### config.mk
export PLATFORM = sky130hd
export DESIGN_NAME = hall_bldc_commutator_top
export DESIGN_NICKNAME = d
export VERILOG_FILES = /design/src/rtl/core/hbc_pkg.sv /design/src/rtl/core/hall_bldc_commutator_top.sv
export SDC_FILE = /design/constraint.sdc
export NUM_CORES = 1
export LEC_CHECK = 0
export ABC_CLOCK_PERIOD_IN_PS = 2850
export BUFFER_PORTS_ARGS = -buffer_cell sky130_fd_sc_hd__buf_2
export CORE_UTILIZATION = 25
export DETAILED_ROUTE_END_ITERATION = 8
export MAX_ROUTING_LAYER = met4
export PLACE_DENSITY_LB_ADDON = 0.25
export SLEW_MARGIN = 30
export SYNTH_ARGS = -nofsm -noshare
export SYNTH_HDL_FRONTEND = slang
export SYNTH_SLANG_ARGS = --single-unit
### constraint.sdc
create_clock -name clock -period 2.85 [get_ports clock]
set_input_delay 0.4275 -clock clock [delete_from_list [all_inputs] [get_ports clock]]
set_output_delay 0.4275 -clock clock [all_outputs]
set_load 0.01 [all_outputs]
### src/rtl/core/hbc_pkg.sv
// Package for the hall sensor BLDC commutator: word types, codes and lookup functions.
package hbc_pkg;

   typedef logic [2:0] hall_code_type;
   typedef logic [2:0] position_type;
   typedef logic [5:0] gates_type;

   typedef enum logic [1:0] {
      CMD_COAST   = 2'd0,
      CMD_FORWARD = 2'd1,
      CMD_REVERSE = 2'd2,
      CMD_BRAKE   = 2'd3
   } command_type;

   typedef enum logic [1:0] {
      MOTION_NONE = 2'd0,
      MOTION_UP   = 2'd1,
      MOTION_DOWN = 2'd2,
      MOTION_BAD  = 2'd3
   } motion_type;

   typedef struct packed {
      hall_code_type hall_sample;
      command_type   drive_command;
   } req_word_type;

   typedef struct packed {
      gates_type  gate_pattern;
      logic       hall_invalid;
      logic       hall_changed;
      motion_type motion;
   } rsp_word_type;

   localparam position_type POS_NONE = 3'd0;
   localparam position_type POS_FIRST = 3'd1;
   localparam position_type POS_LAST = 3'd6;

   // sequence position of a hall code; zero for 000 and 111
   function automatic position_type pos_of_code(input hall_code_type code);
      position_type p;
      case (code)
         3'b110:  p = 3'd1;
         3'b100:  p = 3'd2;
         3'b101:  p = 3'd3;
         3'b001:  p = 3'd4;
         3'b011:  p = 3'd5;
         3'b010:  p = 3'd6;
         default: p = POS_NONE;
      endcase
      return p;
   endfunction

   function automatic gates_type gates_of_pos(input position_type p);
      gates_type g;
      case (p)
         3'd1:    g = 6'b100100;
         3'd2:    g = 6'b100001;
         3'd3:    g = 6'b001001;
         3'd4:    g = 6'b011000;
         3'd5:    g = 6'b010010;
         3'd6:    g = 6'b000110;
         default: g = 6'b000000;
      endcase
      return g;
   endfunction

   // class of the move from one hall code to another around the six-step cycle
   function automatic motion_type classify(input hall_code_type from_code,
                                           input hall_code_type to_code);
      position_type a;
      position_type b;
      motion_type   m;
      a = pos_of_code(from_code);
      b = pos_of_code(to_code);
      if (a == POS_NONE || b == POS_NONE) begin
         m = MOTION_BAD;
      end else if (a == b) begin
         m = MOTION_NONE;
      end else if ((a != POS_LAST && b == a + 3'd1) || (a == POS_LAST && b == POS_FIRST)) begin
         m = MOTION_UP;
      end else if ((a != POS_FIRST && b == a - 3'd1) || (a == POS_FIRST && b == POS_LAST)) begin
         m = MOTION_DOWN;
      end else begin
         m = MOTION_BAD;
      end
      return m;
   endfunction

endpackage

### src/rtl/core/hall_bldc_commutator_top.sv
// Hall sensor six-step BLDC commutator: input register, lookup logic, result register.
//
//   channel | ports                          | direction | word
//   req     | req_valid, req_stall, req_word | in        | hall_sample, drive_command
//   rsp     | rsp_valid, rsp_stall, rsp_word | out       | gate_pattern, hall_invalid,
//           |                                |           | hall_changed, motion
//
// One word per cycle sustained while rsp_stall stays low; an accepted word passes the
// input register, then the result register holding the lookups and hall tracking,
// before it shows on rsp.
// Synchronous reset clears both valid flags and the hall history.
// The input register keeps taking words while a result waits under rsp_stall,
// until both registers are full; req_stall then rises.
module hall_bldc_commutator_top
   import hbc_pkg::*;
(
   input  logic         clock,
   input  logic         reset,
   input  logic         req_valid,
   output logic         req_stall,
   input  req_word_type req_word,
   output logic         rsp_valid,
   input  logic         rsp_stall,
   output rsp_word_type rsp_word
);

   logic          in_vld_ff, in_vld_in;
   req_word_type  in_word_ff;
   logic          out_vld_ff, out_vld_in;
   rsp_word_type  out_word_ff, out_word_in;
   hall_code_type latest_ff, latest_in;
   hall_code_type earlier_ff, earlier_in;
   logic          have_sample_ff, have_sample_in;
   logic          have_trans_ff, have_trans_in;

   logic          move;
   logic          req_take;
   position_type  pos;
   position_type  drive_pos;

   assign move      = in_vld_ff && (!out_vld_ff || !rsp_stall);
   assign req_stall = in_vld_ff && !move;
   assign req_take  = req_valid && !req_stall;

   always_comb begin
      in_vld_in  = req_take || (in_vld_ff && !move);
      out_vld_in = move || (out_vld_ff && rsp_stall);
   end

   always_comb begin
      pos       = pos_of_code(in_word_ff.hall_sample);
      drive_pos = pos;
      case (in_word_ff.drive_command)
         CMD_FORWARD: drive_pos = (pos == POS_LAST) ? POS_FIRST : pos + 3'd1;
         CMD_REVERSE: drive_pos = (pos == POS_FIRST) ? POS_LAST : pos - 3'd1;
         default:     drive_pos = pos;
      endcase

      latest_in      = latest_ff;
      earlier_in     = earlier_ff;
      have_sample_in = have_sample_ff;
      have_trans_in  = have_trans_ff;
      out_word_in    = out_word_ff;
      if (move) begin
         out_word_in.hall_changed = 1'b0;
         if (!have_sample_ff) begin
            latest_in      = in_word_ff.hall_sample;
            have_sample_in = 1'b1;
         end else if (latest_ff != in_word_ff.hall_sample) begin
            earlier_in               = latest_ff;
            latest_in                = in_word_ff.hall_sample;
            have_trans_in            = 1'b1;
            out_word_in.hall_changed = 1'b1;
         end
         if (in_word_ff.drive_command == CMD_COAST || pos == POS_NONE) begin
            out_word_in.gate_pattern = '0;
         end else begin
            out_word_in.gate_pattern = gates_of_pos(drive_pos);
         end
         out_word_in.hall_invalid = (in_word_ff.drive_command != CMD_COAST) && (pos == POS_NONE);
         out_word_in.motion = have_trans_in ? classify(earlier_in, latest_in) : MOTION_NONE;
      end
   end

   always_ff @(posedge clock) begin
      if (reset) begin
         in_vld_ff      <= 1'b0;
         out_vld_ff     <= 1'b0;
         latest_ff      <= '0;
         earlier_ff     <= '0;
         have_sample_ff <= 1'b0;
         have_trans_ff  <= 1'b0;
      end else begin
         in_vld_ff      <= in_vld_in;
         out_vld_ff     <= out_vld_in;
         latest_ff      <= latest_in;
         earlier_ff     <= earlier_in;
         have_sample_ff <= have_sample_in;
         have_trans_ff  <= have_trans_in;
      end
   end

   always_ff @(posedge clock) begin
      if (req_take) begin
         in_word_ff <= req_word;
      end
      out_word_ff <= out_word_in;
   end

   assign rsp_valid = out_vld_ff;
   assign rsp_word  = out_word_ff;

   // error word never drives the bridge
   a_invalid_gates_off: assert property (@(posedge clock) disable iff (reset)
      rsp_valid && rsp_word.hall_invalid |-> rsp_word.gate_pattern == '0)
      else $error("gates on with invalid hall code");

   // a change always leaves a recorded transition between distinct codes
   a_change_has_motion: assert property (@(posedge clock) disable iff (reset)
      rsp_valid && rsp_word.hall_changed |-> rsp_word.motion != MOTION_NONE)
      else $error("hall change reported with no motion");

   // a held input word is not dropped
   a_hold_input: assert property (@(posedge clock) disable iff (reset)
      in_vld_ff && !move |=> in_vld_ff)
      else $error("stalled input word lost");

   // history only moves when a word leaves the input register
   a_history_stable: assert property (@(posedge clock) disable iff (reset)
      !move |=> $stable(latest_ff) && $stable(earlier_ff))
      else $error("hall history changed without a word");

endmodule
Word level (Yosys, flattened, before mapping):

Index checks and enable logic that the tools add are counted.

* reduce and logical (&&, ||, !) cells: 25
* mux-type cells: 23
* add/subtract/negate cells: 4
* eq/ne operators: 38

Operator list (number)
* $pmux W3 S6: 3
* $eq A3 B3 Y1 const B: 15
* $pmux W6 S6: 1
* $mux W3: 10
* $eq A3 B2 Y1 const B: 8
* $eq A3 B1 Y1 const B: 7
* $eq A3 B3 Y1: 3
* $logic_and A1 B1 Y1: 9
* $logic_not A3 Y1: 3
* $logic_or A1 B1 Y1: 7
* $add A3 B1 Y3 const B: 2
* $mux W2: 3
* $pmux W3 S2: 1
* $sub A3 B1 Y3 const B: 2
* $mux W1: 5
* $logic_not A1 Y1: 4
* $ne A3 B1 Y1 const B: 1
* $ne A3 B3 Y1: 1
* $ne A3 B3 Y1 const B: 1
* $eq A2 B1 Y1 const B: 1
* $eq A2 B2 Y1 const B: 1
* $logic_not A2 Y1: 1
* $reduce_bool A2 Y1: 1

* output and inout bits: 12
* register bits: 25

Longest topological paths before layout:

Gate-level depths: netlist (run 1).

* word-level depth: 15
* depth in mapped cells: 9
* gate-level depth less buffers: 8

Worst setup path before layout (run 1):

OpenSTA, ideal clock, no wires.

* path kind: flip-flop to flip-flop
* from: register in_word_ff[3] (netlist bit)
* to: register out_word_ff (netlist bit rsp_word[1]), data pin
* arrival: 1.662 ns
* stages on the path, launching flop included: 7
* setup slack: 0.919 ns
* period minus slack after synthesis: 1.931 ns
* setup time: 0.269 ns
* path through: edfxtp_1 xor2_2 or2_1 a311oi_2 a21oi_1 a211oi_2 nor4_2

* cells in the longest elaborated chain, start to end: 14

Ends and longest elaborated chain
* from (decl): RTL line hall_bldc_commutator_top.sv:28 `req_word_type in_word_ff;`
* from (signal assigned): RTL line hall_bldc_commutator_top.sv:105 `in_word_ff <= req_word;`
* $ne A3 B3 Y1: RTL line hall_bldc_commutator_top.sv:69 `end else if (latest_ff != in_word_ff.hall_sample) begin`
* $mux W3: RTL line hall_bldc_commutator_top.sv:69
* $mux W3: RTL line hall_bldc_commutator_top.sv:66 `if (!have_sample_ff) begin`
* $mux W3: RTL line hall_bldc_commutator_top.sv:64 `if (move) begin`
* $eq A3 B2 Y1, or another cell as far along: RTL line hbc_pkg.sv:41 `case (code)`
* $pmux W3 S6: RTL line hbc_pkg.sv:41
* $mux W3: RTL line hall_bldc_commutator_top.sv:64
* $add A3 B1 Y3: RTL line hbc_pkg.sv:79 `end else if ((a != POS_LAST && b == a + 3'd1) || (a == POS_LAST && b == POS_FIRST)) begin`
* $eq A3 B3 Y1: RTL line hbc_pkg.sv:79
* $logic_and A1 B1 Y1: RTL line hbc_pkg.sv:79
* $logic_or A1 B1 Y1: RTL line hbc_pkg.sv:79
* $mux W2: RTL line hbc_pkg.sv:79
* $mux W2: RTL line hbc_pkg.sv:77 `end else if (a == b) begin`
* $mux W2: RTL line hbc_pkg.sv:75 `if (a == POS_NONE || b == POS_NONE) begin`
* to (signal assigned): RTL line hall_bldc_commutator_top.sv:107 `out_word_ff <= out_word_in;`
* to (decl): RTL line hall_bldc_commutator_top.sv:30 `rsp_word_type out_word_ff, out_word_in;`

Parallel ways exist; a longest one is shown, timed or not. The select of a mux whose other input is x is not followed.
A chain may end at the register's enable or synchronous reset.

Final worst setup path (run 1):

* from: register in_word_ff[2] (netlist bit)
* to: register out_word_ff (netlist bit rsp_word[1]), data pin

The elaborated chain is that of the path after synthesis.

==> results.toml, run 1 <==
[outcome]
status = "finished clean"

[synthesis]
dominantRegCellSynth = "sky130_fd_sc_hd__edfxtp_1"
synth_area_leaders = "sky130_fd_sc_hd__edfxtp_1, sky130_fd_sc_hd__dfxtp_1, sky130_fd_sc_hd__nor2_1"
synth.yosys.seq_area_share_pct = 39.88
synth_area_per_cell_um2 = 9.323
synth_area_um2 = 1632
postSynthRegisterBits = 25
syn_inst = 175
count_of_flip_flops_with_a_built_in_enable_after_synthesis = 15
yosys.area.top_type_share_pct = 27.61
netlist-cell-type-count = 49
post-synth-top-area-cell = "sky130_fd_sc_hd__edfxtp_1"
ys_async_sr_fraction_pct = 0
syn-num-nets = 187
synth-warning-count = 0

[global_routing]
gr-total-overflow = 0
via_count_of_the_first_global_routing_pass = 1162
first_pass_grt_wire_length_um = 5575
antenna_found_initial = 0
grt_max_degree = 26
grt.total_usage_pct = 11.08

[floorplanning]
initial_utilization_pct = 25.84
floorplan.core_area_um2 = 6314
die_h_um = 82.79
io_pins = 21
fp.dieW_um = 82.79
row_count = 29
die-area_um2 = 6853

[cells_and_area]
share_of_layout_cells_above_drive_strength_1_pct = 21.88
fin_area_um2 = 1803
nets = 205
layout_common_cells = "sky130_fd_sc_hd__nor2_1, sky130_fd_sc_hd__buf_2, sky130_fd_sc_hd__a21oi_1, sky130_fd_sc_hd__edfxtp_1, sky130_fd_sc_hd__nand2_1"
mostFrequentLayoutCell = "sky130_fd_sc_hd__nor2_1"
antenna_cells_inserted = 0
final_cell_count_no_fill = 269
syn_to_final_growth_pct = 10.51

[worst_hold_path]
min-delay-start = "req_word[3]"
worst_hold_path.endpoint = "in_word_ff[3]$_DFFE_PP_"
hold_path_depth = 1
worst_hold_path_type = "in2reg"

[clock_tree]
cts.root.buffer_cell = "sky130_fd_sc_hd__clkbuf_8"
cts-buffers-inserted = 3
cts_hold_repair.buffers = 0
clk_pin_slew_ns = 0.09
cts.sink_count = 25
cts.path.max_buffers = 2
tritoncts = "built"
post-cts-setup-buffers = 0
post_cts_resize_count = 0
clk_latency_ns = 0.27
htree_num_levels = 1

[setup_path]
r2r_setup_slack_ns = 0.69
timing.critical_path.slowest_stage_cell = "sky130_fd_sc_hd__edfxtp_1"
kind_of_end_point_of_the_critical_path = "flop"
crit_required_ns = 2.87
cp-startpoint = "in_word_ff[2]$_DFFE_PP_"
critical_path.max_fanout = 11
critical_path.reg2reg.endpoint = "rsp_word[1]$_SDFFCE_PN0P_"
reg2reg_from = "in_word_ff[2]$_DFFE_PP_"
ff2ff_path_depth = 6
critical_path.max_stage_delay_ns = 0.56
timing.critical_path.cells = "xor2_2 > or2_1 > a311oi_2 > a21oi_1 > a211oi_2 > nor4_2"
crit_type = "reg2reg"
timing.critical_path.arrival_ns = 2.18
start_kind = "flop"

[sta]
rsz_0062_raised_after_global_routing = "false"
slew-limit-headroom_pct = 59.09
share_of_the_clock_period_used_by_the_worst_path_after_layout_pct = 75.67
layout_setup_ws_ns = 0.6934
timing.setup.tns_ns = 0
fin_hold_ws_ns = 0.3288
timing_worst_slew_pin_value_ns = 0.6089
finalSetupViolCount = 0
slew_viol_final = 0
fin_skew_ns = 0.002338
layout_min_cycle_time_ns = 2.157
achievable-frequency_mhz = 463.7
final-hold-violation-count = 0

[pwr]
power.ir.vdd_worst_uv = 172.1
power_per_standard_cell_area_nw_per_um2 = 442.6
leakagePower_uw = 0.0006750

[placement]
placed_cells = 265
io_buffers = 20
instance_area_after_placement_um2 = 1758
dp_slack_ns = 0.7359
hpwl_um = 2316
gp_congestion = 0.7516

[routing]
first_pass_iters = 4
total_number_of_vias = 1293
routedWlPerCell_um = 12.56
route.detailed.vias_per_inst = 4.807
drt_drc_violations_left = 0
ant_nets = 0
total_wire_length_um = 3378
dr.first_iter.drc_count = 132

[job]
cap_viol_max_count = 0
worst max-delay path, delay by kind of cell (launching register included):
family           cells  cell delay [ns]
flip-flops           1             0.56
AO/OA/AOI/OAI        3             0.74
XOR/XNOR             1             0.24
AND/OR/NAND/NOR      2             0.36
how the worst max path moves through the flow:
stage,end,cells after the start
6_report,rsp_word[1]$_SDFFCE_PN0P_,6
5_1_grt,rsp_word[1]$_SDFFCE_PN0P_,6
4_1_cts,rsp_word[1]$_SDFFCE_PN0P_,6
3_5_place_dp,rsp_word[1]$_SDFFCE_PN0P_,6
3_3_place_gp,rsp_word[1]$_SDFFCE_PN0P_,6
2_1_floorplan,rsp_word[1]$_SDFFCE_PN0P_,6
cell usage after synthesis, types with 3 or more instances:
cell type	number
sky130_fd_sc_hd__nor2_1	25
sky130_fd_sc_hd__a21oi_1	15
sky130_fd_sc_hd__edfxtp_1	15
sky130_fd_sc_hd__nand2_1	14
sky130_fd_sc_hd__o21ai_0	11
sky130_fd_sc_hd__dfxtp_1	10
sky130_fd_sc_hd__inv_1	7
sky130_fd_sc_hd__mux2i_1	6
sky130_fd_sc_hd__clkbuf_1	4
sky130_fd_sc_hd__clkbuf_8	4
sky130_fd_sc_hd__nor2b_1	4
sky130_fd_sc_hd__o22ai_1	4
sky130_fd_sc_hd__ha_1	3
sky130_fd_sc_hd__nor3_1	3
sky130_fd_sc_hd__o21a_1	3
sky130_fd_sc_hd__xor2_2	3
metal layers:
| layer | up-vias | track usage, % | wire length (um) |
|---|---|---|---|
| li1 | 669 | - | - |
| met1 | 589 | 14.93 | 1694 |
| met2 | 33 | 16.07 | 1468 |
| met3 | 2 | 2.295 | 172 |
| met4 | 0 | 4.483 | 42 |
| met5 | - | - | 0 |
metrics by stage:
stage	total power (uW)	utilization (%)
after floorplan	554.1	-
after global placement	588.4	27.84
after detailed placement	588.7	27.84
after CTS	810.8	28.56
after global routing	844.8	28.56
final	798.0	28.56
sequential cells by signal, indices dropped and copies added, names as in the netlist:
name	flops
have_sample_ff	1
rsp_word	10
in_word_ff	5
latest_ff	3
in_vld_ff	1
earlier_ff	3
have_trans_ff	1
rsp_valid	1
cells by family (layout without fill, tap and decap cells):
logic type	Yosys count	after routing	synth area share, %
AO/OA/AOI/OAI	54	54	22.08
XOR/XNOR	3	3	2.991
adder cells (fa/ha/maj)	3	3	2.301
buffers and inverters	18	35	7.745
flip-flops	25	25	39.88
multiplexers	7	7	4.371
AND/OR/NAND/NOR	65	65	20.63
power breakdown:
group	internal, uW	total, uW	switching, uW	leakage, uW
clock	100	218	118	0.0000228
combinational	63.7	158	94.7	0.000428
sequential	405	422	16.9	0.000225
total	569	798	229	0.000675
layout make-up:
cell class | count | area (um2)
Multi-Input combinational cell | 132 | 854.6
Timing Repair Buffer | 24 | 130.1
Tap cell | 77 | 96.34
Sequential cell | 25 | 650.6
Inverter | 7 | 26.28
Clock buffer | 4 | 45.04
Fill cell | 695 | 4511
Note: power is estimated with default switching activity, not from simulation.
==> run 2: changes to the inputs <==
- ABC_CLOCK_PERIOD_IN_PS: 2850 -> 1950
- clock period: 2.85 -> 1.95 ns (I/O delays scaled with it)
==> run 2 against run 1 <==
  * The flow now finishes with violations (negative setup slack)
  * Count of clock-buffer cells in the layout is 1 lower
  * Sequential share of layout area is 4.2 points lower
  * Maximum frequency is 10% higher
  * Critical endpoint unchanged
  * Largest power group unchanged
==> results.toml, run 2 (synthesized netlist as in run 1, its figures left out) <==
[outcome]
status = "complete, but fails checks"
failed_checks = "negative setup slack"

[setup_path]
worst-path-stages = 8
cp_top_family = "simple AND/OR/NAND/NOR gates"
crit_required_ns = 1.97
ff2ff_path_depth = 8
timing.critical_path.arrival_ns = 1.98
timing.critical_path.slowest_stage_cell = "sky130_fd_sc_hd__edfxtp_1"
critical_path.reg2reg.endpoint = "rsp_word[1]$_SDFFCE_PN0P_"
crit_type = "reg2reg"
reg2reg_from = "in_word_ff[4]$_DFFE_PP_"
timing.critical_path.mode_cell = "sky130_fd_sc_hd__buf_4"
critical_path.max_fanout = 4
kind_of_end_point_of_the_critical_path = "flop"
worstPathBufferInverterCount = 3
critical_path.max_stage_delay_ns = 0.46
r2r_setup_slack_ns = -0.007
start_kind = "flop"
timing.critical_path.cells = "buf_4 > or2b_2 > a21oi_2 > a311oi_2 > buf_4 > buf_4 > nor3_2 > nor4_2"

[sta]
fin_skew_ns = 0.003899
timing_worst_slew_pin_value_ns = 0.4503
slew_viol_final = 0
timing.setup.tns_ns = -0.006597
final-hold-violation-count = 0
share_of_the_clock_period_used_by_the_worst_path_after_layout_pct = 100.3
layout_min_cycle_time_ns = 1.957
layout_setup_ws_ns = -0.006597
slew-limit-headroom_pct = 69.92
fin_hold_ws_ns = 0.1859
achievable-frequency_mhz = 511.1
rsz_0062_raised_after_global_routing = "true"
finalSetupViolCount = 1

[worst_hold_path]
hold_path_depth = 1
worst_hold_path.endpoint = "in_word_ff[0]$_DFFE_PP_"
worst_hold_path_type = "in2reg"
min-delay-start = "req_word[0]"

[global_routing]
antenna_found_initial = 0
grt_max_degree = 24
grt.total_usage_pct = 12.00
via_count_of_the_first_global_routing_pass = 1304
gr-total-overflow = 0
first_pass_grt_wire_length_um = 6037

[floorplanning]
die_h_um = 82.79
initial_utilization_pct = 25.84
row_count = 29
die-area_um2 = 6853
floorplan.core_area_um2 = 6314
io_pins = 21
fp.dieW_um = 82.79

[clock_tree]
cts-buffers-inserted = 3
tritoncts = "built"
cts.sink_count = 25
htree_num_levels = 1
cts_hold_repair.buffers = 0
clk_pin_slew_ns = 0.10
cts.root.buffer_cell = "sky130_fd_sc_hd__clkbuf_8"
cts.path.max_buffers = 2
clk_latency_ns = 0.27

[routing]
total_number_of_vias = 1348
route.detailed.vias_per_inst = 4.648
ant_nets = 0
routedWlPerCell_um = 12.56
dr.first_iter.drc_count = 132
drt_drc_violations_left = 0
first_pass_iters = 4
total_wire_length_um = 3643

[cells_and_area]
layout_common_cells = "sky130_fd_sc_hd__buf_4, sky130_fd_sc_hd__nor2_1, sky130_fd_sc_hd__buf_2, sky130_fd_sc_hd__edfxtp_1, sky130_fd_sc_hd__nand2_1"
mostFrequentLayoutCell = "sky130_fd_sc_hd__buf_4"
antenna_cells_inserted = 0
share_of_layout_cells_above_drive_strength_1_pct = 35.21
final_cell_count_no_fill = 290
final.fill_count = 692
syn_to_final_growth_pct = 25.00
nets = 226
largest_register_ff_count = 10

[pwr]
post-layout-total-power_uw = 1239
leakagePower_uw = 0.0007874
power_per_standard_cell_area_nw_per_um2 = 607.3
power.ir.vdd_worst_uv = 260.1

[placement]
dp_slack_ns = -0.006794
gp_congestion = 0.7742
placed_cells = 283
hpwl_um = 2619
io_buffers = 20

[job]
cap_viol_max_count = 0
[run 2: area by class of cell]
cell class	count	area [um2]	area share [%]
multi-input combinational	132	929.6	45.58
timing repair buffer	45	287.8	14.11
sequential	25	650.6	31.90
clock buffer	3	41.29	2.025
inverter	7	26.28	1.288
tap	77	96.34	4.724
clock inverter	1	7.507	0.3681
[run 2: worst register-to-register path, cell delays in order, from the launching register on]
cell and delay, ns:
sky130_fd_sc_hd__edfxtp_1 0.46, sky130_fd_sc_hd__buf_4 0.18, sky130_fd_sc_hd__or2b_2 0.30, sky130_fd_sc_hd__a21oi_2 0.17
sky130_fd_sc_hd__a311oi_2 0.07, sky130_fd_sc_hd__buf_4 0.18, sky130_fd_sc_hd__buf_4 0.12, sky130_fd_sc_hd__nor3_2 0.16
sky130_fd_sc_hd__nor4_2 0.06
[run 2: metrics by stage]
step | area, um2 | utilization [%]
after CTS | 1968 | 31.17
after floorplan | 1632 | -
after global placement | 1893 | 29.98
final | 2039 | 32.30
after global routing | 2039 | 32.30
after detailed placement | 1893 | 29.98
[run 2: worst max-delay path by stage]
stage	to	start	slack, ns
after floorplan	rsp_word[1]$_SDFFCE_PN0P_	in_word_ff[3]$_DFFE_PP_	0.02
after global placement	rsp_word[1]$_SDFFCE_PN0P_	in_word_ff[2]$_DFFE_PP_	0.04
after detailed placement	rsp_word[1]$_SDFFCE_PN0P_	in_word_ff[2]$_DFFE_PP_	-0.007
after CTS	rsp_word[1]$_SDFFCE_PN0P_	in_word_ff[4]$_DFFE_PP_	0.006
after global routing	rsp_word[1]$_SDFFCE_PN0P_	in_word_ff[3]$_DFFE_PP_	-0.1
final	rsp_word[1]$_SDFFCE_PN0P_	in_word_ff[4]$_DFFE_PP_	-0.007
[run 2: per-layer routing]
| layer | up-vias | GRT usage, % | routed length (um) |
|---|---|---|---|
| met1 | 606 | 15.70 | 1842 |
| met5 | - | - | 0 |
| met2 | 25 | 18.69 | 1607 |
| met4 | 0 | 4.655 | 58 |
| met3 | 4 | 1.639 | 135 |
| li1 | 713 | - | - |
[run 2: where the power goes]
| part | total, uW | switching [uW] | internal, uW | leakage (uW) |
|---|---|---|---|---|
| logic | 301 | 166 | 136 | 0.000541 |
| clock network | 328 | 183 | 145 | 0.0000217 |
| registers | 609 | 17.3 | 592 | 0.000225 |
[run 2: what timing repair did]
item / in CTS / in global routing
buffers inserted: 3 / 0
endpoints found under the setup margin: 2 / 5
gates cloned: 0 / 0
gates resized for setup: 1 / 17
pin swaps: 3 / 3
==> run 3: changes to the inputs <==
- ABC_CLOCK_PERIOD_IN_PS: 1950 -> 1710
- clock period: 1.95 -> 1.71 ns (I/O delays scaled with it)
==> run 3 against run 2 <==
  * The flow still finishes with violations (negative setup slack)
  * Core utilization is 1.5 points higher
  * Maximum frequency is 3.3% higher
  * Sequential share of layout area is 1.4 points lower
  * First-iteration DRC count is 11% higher
  * Combinational power is 25% higher
  * Critical path type unchanged
  * Largest power group unchanged
==> results.toml, run 3 (synthesized netlist as in run 1, its figures left out) <==
[routing]
first_pass_iters = 5
drt_drc_violations_left = 0
routedWlPerCell_um = 12.14
total_wire_length_um = 3607
route.detailed.vias_per_inst = 4.825
dr.first_iter.drc_count = 147
total_number_of_vias = 1433
ant_nets = 0

[clock_tree]
cts.sink_count = 25
clk_pin_slew_ns = 0.10
clk_latency_ns = 0.28
cts-buffers-inserted = 3
cts.path.max_buffers = 2
tritoncts = "built"
cts.root.buffer_cell = "sky130_fd_sc_hd__clkbuf_8"
htree_num_levels = 1

[setup_path]
worstPathBufferInverterCount = 0
critical_path.max_fanout = 6
start_kind = "flop"
timing.critical_path.arrival_ns = 1.92
timing.critical_path.cells = "xor2_2 > or4b_1 > nand3_2 > nand2_1 > a211oi_2 > nor4_2"
kind_of_end_point_of_the_critical_path = "flop"
crit_type = "reg2reg"
crit_required_ns = 1.74
critical_path.max_stage_delay_ns = 0.52
timing.critical_path.slowest_stage_cell = "sky130_fd_sc_hd__or4b_1"
cp_top_family = "simple AND/OR/NAND/NOR gates"

[cells_and_area]
layout_common_cells = "sky130_fd_sc_hd__buf_4, sky130_fd_sc_hd__nor2_1, sky130_fd_sc_hd__buf_2, sky130_fd_sc_hd__edfxtp_1, sky130_fd_sc_hd__a21oi_1"
mostFrequentLayoutCell = "sky130_fd_sc_hd__buf_4"
antenna_cells_inserted = 0
largest_register_ff_count = 10
final.fill_count = 677
share_of_layout_cells_above_drive_strength_1_pct = 41.36
finalCoreUtilization_pct = 33.81
syn_to_final_growth_pct = 30.83
final_cell_count_no_fill = 297
multi_input_area_um2 = 972.2
nets = 233
layout.area.seq_um2 = 650.6

[global_routing]
first_pass_grt_wire_length_um = 6120
gr-total-overflow = 0
grt.total_usage_pct = 12.12
antenna_found_initial = 0
via_count_of_the_first_global_routing_pass = 1278
grt_max_degree = 24

[pwr]
post-layout-total-power_uw = 1438
power_per_standard_cell_area_nw_per_um2 = 673.5
leakagePower_uw = 0.0008370
power.ir.vdd_worst_uv = 272.0

[placement]
io_buffers = 20
placed_cells = 290
hpwl_um = 2586
gp_congestion = 0.8781

[sta]
layout_setup_ws_ns = -0.1840
achievable-frequency_mhz = 528.0
final-hold-violation-count = 0
fin_hold_ws_ns = 0.1565
timing_worst_slew_pin_value_ns = 0.5070
layout_min_cycle_time_ns = 1.894
finalSetupViolCount = 4
fin_skew_ns = 0.008846
slew_viol_final = 0
slew-limit-headroom_pct = 65.89
rsz_0062_raised_after_global_routing = "true"
share_of_the_clock_period_used_by_the_worst_path_after_layout_pct = 110.8

[floorplanning]
initial_utilization_pct = 25.84
io_pins = 21
die-area_um2 = 6853
die_h_um = 82.79
floorplan.core_area_um2 = 6314
fp.dieW_um = 82.79
row_count = 29

[worst_hold_path]
worst_hold_path_type = "in2reg"

[outcome]
failed_checks = "negative setup slack"
status = "complete, but fails checks"

[job]
cap_viol_max_count = 0
run 3: what timing repair did:
| item | in CTS | in global routing |
|---|---|---|
| cloned | 0 | 0 |
| endpoints found under the hold margin | 0 | 0 |
| hold buffers | 0 | 0 |
| setup buffers | 1 | 2 |
| setup endpoints to repair | 11 | 11 |
| gates resized for setup | 9 | 22 |
| pin swaps | 4 | 5 |
run 3: path summary, 6_finish.rpt:
check / slack (ns) / cells past startpoint / start / to
max reg2reg: -0.18 / 6 / in_word_ff[4]$_DFFE_PP_ / rsp_word[1]$_SDFFCE_PN0P_
min reg2reg: 0.49 / 2 / in_vld_ff$_SDFF_PP0_ / rsp_valid$_SDFF_PP0_
max: -0.18 / 6 / in_word_ff[4]$_DFFE_PP_ / rsp_word[1]$_SDFFCE_PN0P_
min: 0.16 / 1 / req_word[1] / in_word_ff[1]$_DFFE_PP_
run 3: per-stage QoR:
stage / setup slack [ns] / TNS [ns] / area, um2
2_1_floorplan: -0.1980 / -0.3019 / 1640
6_report: -0.1840 / -0.4866 / 2135
3_3_place_gp: -0.1958 / -0.9994 / 1949
3_5_place_dp: -0.2115 / -1.143 / 1949
4_1_cts: -0.1979 / -0.6000 / 2042
5_1_grt: -0.2735 / -1.348 / 2135
run 3: where the power goes:
part           leakage [uW]  internal [uW]  switching (uW)  total [uW]
Clock             0.0000228            167             201         368
Combinational      0.000590            177             198         375
Sequential         0.000225            675            19.6         694
run 3: area by class of cell:
class	instances	area share, %
multi-input cells	132	45.55
inverters	7	1.231
flip-flops and latches	25	30.48
repair buffers	52	16.12
clock buffers	4	2.110
well taps	77	4.513
run 3: per-layer routing:
layer / track usage (%) / part of all wire, %
met5: - / 0
met2: 18.77 / 46
met4: 5.172 / 2.5
met3: 1.421 / 4.3
met1: 15.92 / 48
